<file path="src/hw/rtl/assert_macros.svh">
// Assertion helper macros shared by the RTL.
`ifndef ASSERT_MACROS_SVH
`define ASSERT_MACROS_SVH

// Concurrent check, masked while reset is asserted.
`define KTC_ASSERT(lbl, clk, rst_n, prop, msg) \
  lbl: assert property (@(posedge clk) disable iff (!rst_n) prop) else $error(msg);

// Concurrent check that also holds through reset.
`define KTC_ASSERT_ALWAYS(lbl, clk, prop, msg) \
  lbl: assert property (@(posedge clk) prop) else $error(msg);

`endif

</file>
<file path="src/hw/rtl/ktc_pkg.sv">
// Shared types and constants for the two-class nearest-neighbour classifier.
`timescale 1ns / 1ps
`default_nettype none
package ktc_pkg;

  localparam int COORD_W = 16;
  localparam int DIST_W  = 33;
  localparam int VOTE_W  = 7;
  localparam int NC_W    = 7;

  localparam logic [1:0] ACT_CLEAR    = 2'd0;
  localparam logic [1:0] ACT_LOAD     = 2'd1;
  localparam logic [1:0] ACT_CLASSIFY = 2'd2;

  localparam logic            REG_NEIGHBOUR_COUNT = 1'b0;
  localparam logic [NC_W-1:0] NC_RESET            = 7'd3;

  // One stored training point.
  typedef struct packed {
    logic                      grp;
    logic signed [COORD_W-1:0] y;
    logic signed [COORD_W-1:0] x;
  } point_t;

  // Distance sample headed for the nearest list.
  typedef struct packed {
    logic              valid;
    logic              grp;
    logic [DIST_W-1:0] dist_sq;
  } dist_item_t;

endpackage
`default_nettype wire

</file>
<file path="src/hw/rtl/ktc_point_mem.sv">
// Training point store: one write port, one registered read port.
`timescale 1ns / 1ps
`default_nettype none
module ktc_point_mem import ktc_pkg::*; #(
  parameter int DEPTH = 64,
  parameter int AW    = 6
) (
  input  wire logic          clk,
  input  wire logic          rst_n,
  input  wire logic          wr_en,
  input  wire logic [AW-1:0] wr_addr,
  input  wire point_t        wr_data,
  input  wire logic          rd_en,
  input  wire logic [AW-1:0] rd_addr,
  output point_t             rd_data,
  output logic               rd_valid
);

  point_t mem [DEPTH];
  point_t rd_data_r;
  logic   rd_valid_r;

  always_ff @(posedge clk) begin
    if (wr_en) begin
      mem[wr_addr] <= wr_data;
    end
    if (rd_en) begin
      rd_data_r <= mem[rd_addr];
    end
  end

  always_ff @(posedge clk) begin
    if (!rst_n) begin
      rd_valid_r <= 1'b0;
    end else begin
      rd_valid_r <= rd_en;
    end
  end

  assign rd_data  = rd_data_r;
  assign rd_valid = rd_valid_r;

endmodule
`default_nettype wire

</file>
<file path="config.mk">
export PLATFORM = sky130hd
export DESIGN_NAME = ktc_point_mem
export DESIGN_NICKNAME = d
export VERILOG_FILES = /design/src/hw/rtl/assert_macros.svh /design/src/hw/rtl/ktc_pkg.sv /design/src/hw/rtl/ktc_point_mem.sv
export SDC_FILE = /design/constraint.sdc
export NUM_CORES = 2
export LEC_CHECK = 0
export BUFFER_PORTS_ARGS = -buffer_cell sky130_fd_sc_hd__buf_2
export CORE_ASPECT_RATIO = 1.75
export CORE_MARGIN = 2
export CORE_UTILIZATION = 30
export DETAILED_ROUTE_END_ITERATION = 10
export PLACE_DENSITY = 0.54
export SYNTH_ARGS = -nofsm -noshare
export SYNTH_HDL_FRONTEND = slang
export SYNTH_SLANG_ARGS = --single-unit
</file>
<file path="constraint.sdc">
create_clock -name clk -period 3.6 [get_ports clk]
set_clock_uncertainty 0.1 [all_clocks]
set_input_delay 0.18 -clock clk [delete_from_list [all_inputs] [get_ports clk]]
set_output_delay 0.18 -clock clk [all_outputs]
set_load 0.02 [all_outputs]
</file>
==> metrics.txt <==
DP Area=roughly 88000 um^2; crit start category=input pin; FILL cells=around 25000; R2R Path Start=mem[19][1]; Lkg Pwr=approximately 29 nW; Final min period=~2.6 ns; antenna violations before repair=22; hold buffer count at cts=28; CORE AREA=between 200000 and 300000 um^2; Power, Total=between 0.05 and 0.06 W; CTS resizes=0; wire per inst=30.1 um; fin crit share=72.7%; # DRC=0; vias per cell=about 5.1; post-synthesis sequential area ratio=78.8%; chip width=approximately 400 um; final instance area=about 95000 um^2; CTS sink count=between 2000 and 2500; final setup TNS=0 ns; Netlist cell types=42; synthesized area=approximately 80000 um^2; Post-Syn Nets=around 3700; die height=around 700 um; Starting Density=a little under a third; Placer Congestion=0.815; outcome=finished, final reports clean; worst hold path type=in2reg; IO Count=83; Top FF cell, synth=edfxtp_1; reg-to-reg endpoint=rd_data[1]; Post-CTS Setup Inserts=0; CTS H-Tree Depth=4; Critical Path Max Stage Delay=~0.74 ns; Setup crit end=rd_data[1]; Post-Route WL=about 230000 um; CP arrival=3.10 ns; CP most frequent cell=buf_4; Final ANT Viol Nets=0; row cnt=approximately 250; Worst Path Required=a little over 4 ns; synthesized instance count=3622; Slew Limit Headroom=roughly 15%; Post-synth EDFFs=around 2100; share of cells above drive strength 1=28.9%; final core utilization=a little over a third; slowest cell on the critical path=o21ai_0; CTS tree=done; nets@finish=~4000; Hold WS=0.0347 ns; Yosys reg bits=about 2100; worst reg2reg setup slack=roughly 1.2 ns; via count=approximately 40000; Synth warnings=0; Detailed Routing Iterations Pass 1=7; Post-synth top cells=edfxtp_1, mux4_2, nand2_1, nor2_1, nand3_1; largest net degree at the start of global routing=65; count leader, synth=edfxtp_1; Final Setup Violations=0; Yosys top cell area share=between 70% and 80%; gr usage total=16.6%; vias in the first global route=approximately 41000; power per cell area=539 nW/um^2; I/O Buffers=82; Skew-Pair Late Insertion Delay=~0.84 ns; CTS max path bufs=4; post-DP HPWL=143000 um; Clock Pin Slew Worst Setup and Hold Paths=approximately 0.07 ns; maximum vdd drop=about 330 uV; Layout area overhead=15.7%; reg2reg path depth=6; Overflow after GRT=0; critical path depth in cells=7; critical path type=in2reg; crit-path leading delay family=buffers and inverters; Root Buffer=clkbuf_16; Num CTS Buffers=roughly 190; Buf/Inv on CP=4; Max Fanout on Critical Path=19; Die ar.=around 280000 um^2; Max Clock Freq=382 MHz; unrepaired setup endpoints after global routing=no; count of routing violations after the opening detailed-route iteration=approximately 4000; CP Launch Point=rd_addr[4]; CP Cell Sequence=dlygate4sd3_1, buf_2, buf_4, nand2_1, o21ai_0, a21oi_1, buf_4; syn avg cell area=between 20 and 25 um^2; top cells by area, synth=edfxtp_1, mux4_2, mux2i_1; final hold violations=0; Max-Cap Viols=0; first-pass GRT wire length=about 320000 um; Critical Path End Type=register; Worst Tran Pin Value=~1.3 ns; fin. max-slew vios=0; Synth area leader=edfxtp_1; post-synthesis async set-or-reset flop share=0%
==> where the power goes <==
| part | leakage (nW) | switching (W) | internal, W |
|---|---|---|---|
| clock network | 2.99 | 0.00914 | 0.0114 |
| registers | 19.3 | 0.000103 | 0.0277 |
| logic | 6.59 | 0.00171 | 0.000940 |
==> cell usage in the layout (no fill, tap or decap), types with 3 or more instances in the layout <==
master and n:
and3_1 14, edfxtp_1 2145, buf_4 213, diode_2 10
nand4_1 49, and2_1 3, clkbuf_16 195, o221ai_1 40
a311o_1 8, clkinv_2 36, dlygate4sd3_1 28, mux2_2 25
a211oi_1 39, clkinv_1 42, o211a_1 5, o22a_1 8
o22ai_1 71, mux4_2 492, buf_12 38, clkinvlp_4 5
nor3b_1 5, a21oi_1 23, mux2i_1 69, nand2_1 101
nor3_1 7, buf_8 3, nor4_1 10, nor2b_1 24
bufinv_16 21, a22oi_1 56, nor2_4 63, inv_6 4
clkbuf_1 29, buf_2 77, nand3_1 78, nand2b_1 22
nor2_1 25, o21ai_0 12
==> metal layers <==
metal,vias to the layer above,part of all wire [%],global-route usage [%]
met1,21912,36,19.0
li1,16096,-,-
met2,1180,55,31.2
met3,358,4.6,1.93
met4,8,3.8,6.06
met5,-,0.022,0
==> kinds of logic after synthesis <==
logic type	count (synthesis)	share of synthesized area, %
simple gates	417	2.49
buf+inv	208	1.64
compound gates	265	2.33
mux	586	14.7
flops	2146	78.8
==> state kept, by name, summed over array words and instances, names as in the netlist <==
register,flops
rd_data,33
rd_valid,1
mem,2112
==> cell type report <==
| cell class | count | area (um^2) | area share [%] |
|---|---|---|---|
| Inverter | 1 | 3.75 | 0.00397 |
| Tap cell | 3570 | 4470 | 4.72 |
| Clock buffer | 224 | 4990 | 5.27 |
| Antenna cell | 10 | 25.0 | 0.0265 |
| Timing Repair Buffer | 359 | 3070 | 3.25 |
| Multi-Input combinational cell | 1268 | 16500 | 17.4 |
| Clock inverter | 114 | 1110 | 1.18 |
| Sequential cell | 2146 | 64400 | 68.1 |
==> metrics by stage <==
step | setup slack [ns] | std cells
3_5_place_dp | 0.332 | 7316
2_1_floorplan | 0.0590 | 3622
4_1_cts | 1.09 | 7682
6_report | 0.984 | 7692
3_3_place_gp | 0.313 | 7316
5_1_grt | 0.975 | 7687
==> worst min path at each step <==
stage	slack, ns	to	cells after the start	from
floorplan	0.18	mem[0][0]	0	wr_data[0]
global placement	0.29	rd_valid	2	rst_n
CTS	0.004	mem[58][18]	1	wr_data[18]
finish	0.03	mem[3][31]	1	wr_data[31]
global route	0.09	mem[23][8]	1	wr_data[8]
detailed placement	0.29	rd_valid	2	rst_n
Power figures use the tool's default switching activity.
