## src/hw/rtl/assert_macros.svh

```systemverilog
// Assertion helper macros shared by the RTL.
`ifndef ASSERT_MACROS_SVH
`define ASSERT_MACROS_SVH

// Concurrent check, masked while reset is asserted.
`define KTC_ASSERT(lbl, clk, rst_n, prop, msg) \
  lbl: assert property (@(posedge clk) disable iff (!rst_n) prop) else $error(msg);

// Concurrent check that also holds through reset.
`define KTC_ASSERT_ALWAYS(lbl, clk, prop, msg) \
  lbl: assert property (@(posedge clk) prop) else $error(msg);

`endif

```

## src/hw/rtl/ktc_pkg.sv

```systemverilog
// Shared types and constants for the two-class nearest-neighbour classifier.
`timescale 1ns / 1ps
`default_nettype none
package ktc_pkg;

  localparam int COORD_W = 16;
  localparam int DIST_W  = 33;
  localparam int VOTE_W  = 7;
  localparam int NC_W    = 7;

  localparam logic [1:0] ACT_CLEAR    = 2'd0;
  localparam logic [1:0] ACT_LOAD     = 2'd1;
  localparam logic [1:0] ACT_CLASSIFY = 2'd2;

  localparam logic            REG_NEIGHBOUR_COUNT = 1'b0;
  localparam logic [NC_W-1:0] NC_RESET            = 7'd3;

  // One stored training point.
  typedef struct packed {
    logic                      grp;
    logic signed [COORD_W-1:0] y;
    logic signed [COORD_W-1:0] x;
  } point_t;

  // Distance sample headed for the nearest list.
  typedef struct packed {
    logic              valid;
    logic              grp;
    logic [DIST_W-1:0] dist_sq;
  } dist_item_t;

endpackage
`default_nettype wire

```

## src/hw/rtl/ktc_dist_pipe.sv

```systemverilog
// Three-stage squared-distance pipeline: difference, square, sum.
`timescale 1ns / 1ps
`default_nettype none
module ktc_dist_pipe import ktc_pkg::*; (
  input  wire logic                      clk,
  input  wire logic                      rst_n,
  input  wire logic                      pt_valid,
  input  wire point_t                    pt,
  input  wire logic signed [COORD_W-1:0] qx,
  input  wire logic signed [COORD_W-1:0] qy,
  output dist_item_t                     ins,
  output logic                           busy
);

  // stage 1: differences
  logic                      s1_v_r;
  logic                      s1_g_r;
  logic signed [COORD_W:0]   dx_r, dy_r, dx_nxt, dy_nxt;
  // stage 2: squares
  logic                      s2_v_r;
  logic                      s2_g_r;
  logic [31:0]               sqx_r, sqy_r;
  logic signed [2*COORD_W+1:0] sqx_full, sqy_full;
  // stage 3: sum
  logic                      s3_v_r;
  logic                      s3_g_r;
  logic [DIST_W-1:0]         dist_r, dist_nxt;

  always_comb begin
    dx_nxt   = {pt.x[COORD_W-1], pt.x} - {qx[COORD_W-1], qx};
    dy_nxt   = {pt.y[COORD_W-1], pt.y} - {qy[COORD_W-1], qy};
    sqx_full = dx_r * dx_r;
    sqy_full = dy_r * dy_r;
    dist_nxt = {1'b0, sqx_r} + {1'b0, sqy_r};
  end

  always_ff @(posedge clk) begin
    dx_r   <= dx_nxt;
    dy_r   <= dy_nxt;
    s1_g_r <= pt.grp;
    sqx_r  <= sqx_full[31:0];
    sqy_r  <= sqy_full[31:0];
    s2_g_r <= s1_g_r;
    dist_r <= dist_nxt;
    s3_g_r <= s2_g_r;
  end

  always_ff @(posedge clk) begin
    if (!rst_n) begin
      s1_v_r <= 1'b0;
      s2_v_r <= 1'b0;
      s3_v_r <= 1'b0;
    end else begin
      s1_v_r <= pt_valid;
      s2_v_r <= s1_v_r;
      s3_v_r <= s2_v_r;
    end
  end

  assign ins.valid   = s3_v_r;
  assign ins.grp     = s3_g_r;
  assign ins.dist_sq = dist_r;
  assign busy        = s1_v_r | s2_v_r | s3_v_r;

endmodule
`default_nettype wire

```

## config.mk

```make
export PLATFORM = sky130hd
export DESIGN_NAME = ktc_dist_pipe
export DESIGN_NICKNAME = d
export VERILOG_FILES = /design/src/hw/rtl/assert_macros.svh /design/src/hw/rtl/ktc_pkg.sv /design/src/hw/rtl/ktc_dist_pipe.sv
export SDC_FILE = /design/constraint.sdc
export NUM_CORES = 1
export LEC_CHECK = 0
export BUFFER_PORTS_ARGS = -buffer_cell sky130_fd_sc_hd__clkbuf_2
export CAP_MARGIN = 20
export CORE_AREA = 4 4 269 271
export DETAILED_ROUTE_END_ITERATION = 10
export DIE_AREA = 0 0 273 275
export HOLD_SLACK_MARGIN = 0.12
export PLACE_DENSITY = 0.54
export RECOVER_POWER = 50
export SLEW_MARGIN = 10
export SYNTH_ARGS = -nofsm -noshare
export SYNTH_HDL_FRONTEND = slang
export SYNTH_SLANG_ARGS = --single-unit
```

## constraint.sdc

```tcl
create_clock -name clk -period 5.6 [get_ports clk]
set_input_delay 0.56 -clock clk [delete_from_list [all_inputs] [get_ports clk]]
set_output_delay 0.56 -clock clk [all_outputs]
set_load 0.02 [all_outputs]
```

==> flow_summary_export.csv <==
group,metric,value,unit
outcome,violations,"setup timing",
final_layout,synthToLayoutAreaGrowth,23.9,%
floorplan,io-pin-count,104,
setup_path,path_depth,21,
logic_synthesis,syn_nets,3389,
min_path,min_from,"pt[32]",
setup_path,cp_max_fo,7,
clocking,cts_tree,"done",
outcome,status,"finished, violations left",
final_layout,fillers,6830,
logic_synthesis,synth.avg_cell_area,9.42,sq um
logic_synthesis,synth.mux.area_fraction,0.134,%
final_layout,regArea,2800,sq um
clocking,cts_max_level,4,
floorplan,coreArea,69800,sq um
global_route,grt_pass1_wl,91700,um
clocking,cts_root_buf,"clkbuf_16",
logic_synthesis,synth_edf_count,0,
setup_path,slowest_stage,"fa_1",
timing,max_freq,174,MHz
placed_design,dp_hpwl,46100,um
timing,finalSetupViolations,10,
setup_path,critPathBufInv,4,
logic_synthesis,synthAdderAreaFrac,54.1,%
min_path,hold_depth,1,
logic_synthesis,synth_compound_area_share,6.94,%
setup_path,critPathLaunchType,"flip-flop",
floorplan,rows,97,
logic_synthesis,synth.cell_area,24300,sq um
setup_path,critPathRequiredTime,6000,ps
global_route,grt_pass1_vias,19390,
logic_synthesis,synth-seq-cells,135,
setup_path,crit_family,"adder cells",
drt,wl,53000,um
placed_design,dp_slack,-408,ps
run,max_cap_viol_count,0,
drt,drtIter0Drc,676,
drt,firstDrtPassIters,5,
setup_path,end_kind,"flip-flop",
final_layout,diodes,0,
min_path,hold_path_class,"in2reg",
timing,fin_skew,13.0,ps
logic_synthesis,synth_top_family_by_area,"adder cells",
setup_path,path_common_cell,"fa_1",
placed_design,port_buffers,103,
placed_design,place_inst,3865,
setup_path,cp_slowest_stage_delay,570,ps
global_route,grt_max_degree,17,
clocking,hold_buffers,0,
timing,rsz0062_at_grt,"yes",
drt,avgRoutedWirePerCell,13.4,um
setup_path,path_class,"reg2reg",
timing,tightest_slew,646,ps
timing,finalCritPeriodShare,103,%
drt,drc,0,
logic_synthesis,yosys.area_share.simple,10.6,%
clocking,clock_path_buffers,2,
global_route,antenna_found_initial,0,
setup_path,cp.arrival,6140,ps
floorplan,chipHeight,275,um
floorplan,dieArea,75100,sq um
clocking,clk_latency,470,ps
floorplan,start_util,34.8,%
logic_synthesis,ys_types,64,
timing,fin_ws,-140,ps
timing,relSlewSlack,56.4,%
clocking,clk_pin_slew_worst_paths,60,ps
placed_design,place_congestion,0.860,
final_layout,multi_input_area,19500,sq um
logic_synthesis,synth_flop_cell,"dfxtp_1",
final_layout,drive_above_1_share,23.7,%
timing,post-route-min-period,5740,ps
setup_path,r2r_cells,21,
setup_path,cp-startpoint,"dy_r[2]",
timing,hold_violations,0,
final_layout,final_common_cell,"inv_1",
global_route,grt.overflow.total,0,
final_layout,nets,3796,
logic_synthesis,async_reset_ff_share,0,%
logic_synthesis,synth.yosys.seq_area_share,11.1,%
logic_synthesis,synth_xor_area_share,4.83,%
setup_path,r2r_start,"dy_r[2]",
setup_path,path_cells,"buf_6 > nand2_4 > fa_1 > fa_2 > fa_1 > inv_2 > fa_1 > fa_1 > inv_1 > fa_1 > inv_2 > ha_4 > and4_4 > a21oi_2 > o21ai_2 > or3_4 > o211ai_1 > a31oi_1 > a21o_1 > a21oi_2 > xnor2_1",
logic_synthesis,ys_warn_count,0,
drt,num_vias,17728,
final_layout,layout_common_cells,"inv_1 (692), fa_1 (481), buf_4 (289)",
drt,vias_per_cell,4.50,
global_route,gr-usage-all-layers,15.0,%
clocking,cts_inserted_buffers,17,
timing,finalMaxSlewViolations,0,
logic_synthesis,netlist_instances,2579,
final_layout,final_cells,3939,
clocking,cts.sinks,135,
floorplan,die_x,273,um
drt,final_antenna_net_count,0,
cells by family (layout without fill, tap and decap cells):
family                     Yosys count  in the layout
and+or+nand+nor                    530            530
muxes                                3              3
adders and majority gates          742            742
xor gates and xnor gates           134            134
buffers and inverters              793           1213
AOI/OAI and AO/OA                  242            242
DFF                                135            135
area by class of cell:
cell class                 count  share of cell area [%]
clock buffer                  18                    1.46
clock inverter                14                   0.528
multi-input combinational   1651                    64.9
inverter                     743                    9.29
timing repair buffer         438                    10.6
sequential                   135                    9.30
tap                          940                    3.91
what timing repair did:
action / 4_1_cts / 5_1_grt
buffers inserted: 20 / 29
hold endpoints to repair: 0 / 0
pin swaps: 84 / 92
gates resized for setup: 194 / 145
setup endpoints to repair: 25 / 27
synthesized netlist by cell type, types with 3 or more instances:
| cell type | instances | area share (%) |
|---|---|---|
| a2111oi_2 | 3 | 0.19 |
| or2_2 | 3 | 0.077 |
| a41oi_1 | 3 | 0.11 |
| nand3_1 | 22 | 0.45 |
| nor2b_1 | 32 | 0.82 |
| a21oi_1 | 64 | 1.3 |
| or3_1 | 12 | 0.31 |
| a21o_1 | 29 | 0.90 |
| o21ai_1 | 6 | 0.12 |
| xor2_1 | 30 | 1.1 |
| o22ai_1 | 3 | 0.077 |
| nor3_1 | 28 | 0.58 |
| o211ai_1 | 9 | 0.28 |
| fa_1 | 514 | 42 |
| nand4_1 | 3 | 0.077 |
| a2111oi_0 | 4 | 0.14 |
| a31o_2 | 7 | 0.25 |
| a21boi_0 | 5 | 0.15 |
| a31oi_1 | 7 | 0.18 |
| xnor2_1 | 104 | 3.8 |
| a211oi_1 | 11 | 0.34 |
| inv_1 | 743 | 11 |
| nor2_1 | 87 | 1.3 |
| nand2b_1 | 19 | 0.49 |
| o21bai_1 | 13 | 0.40 |
| ha_1 | 228 | 12 |
| o21ai_0 | 36 | 0.74 |
| and2_1 | 114 | 2.9 |
| clkbuf_1 | 48 | 0.74 |
| and3_1 | 12 | 0.31 |
| nor4_1 | 4 | 0.10 |
| dfxtp_1 | 135 | 11 |
| o21a_1 | 13 | 0.40 |
| a211oi_2 | 3 | 0.15 |
| nand2_1 | 190 | 2.9 |
stage by stage:
stage | hold slack [ps] | util [%] | setup TNS [ps] | instance area [sq um]
global placement | 311 | 40.3 | -4430 | 28200
global route | 167 | 43.1 | -4510 | 30100
floorplan | 310 | - | -0.00888 | 24500
detailed placement | 319 | 40.3 | -5900 | 28200
CTS | 152 | 42.2 | -785 | 29500
finish | 193 | 43.1 | -870 | 30100
path summary, 6_finish.rpt:
| check | to | slack (ps) |
|---|---|---|
| max | sqy_r[30] | -140 |
| min | s1_g_r | 190 |
| max reg2reg | sqy_r[30] | -140 |
| min reg2reg | s3_g_r | 330 |
metal layers:
metal	wire [um]	track usage [%]	vias up	share of wire (%)
met4	801	3.84	0	1.5
met3	1260	1.68	44	2.4
met2	27100	26.2	174	51
met5	0	0	-	0
li1	-	-	8490	-
met1	23800	19.9	9020	45
state kept, by name (all words and copies together), names as in the netlist:
| register | count |
|---|---|
| s3_v_r | 1 |
| s2_g_r | 1 |
| dist_r | 33 |
| dy_r | 17 |
| s1_v_r | 1 |
| s2_v_r | 1 |
| s1_g_r | 1 |
| sqy_r | 31 |
| sqx_r | 31 |
| s3_g_r | 1 |
| dx_r | 17 |
Power is left out: the tool's default activity adds up to more than one toggle a clock period on the data nets, which glitch-free logic cannot reach.
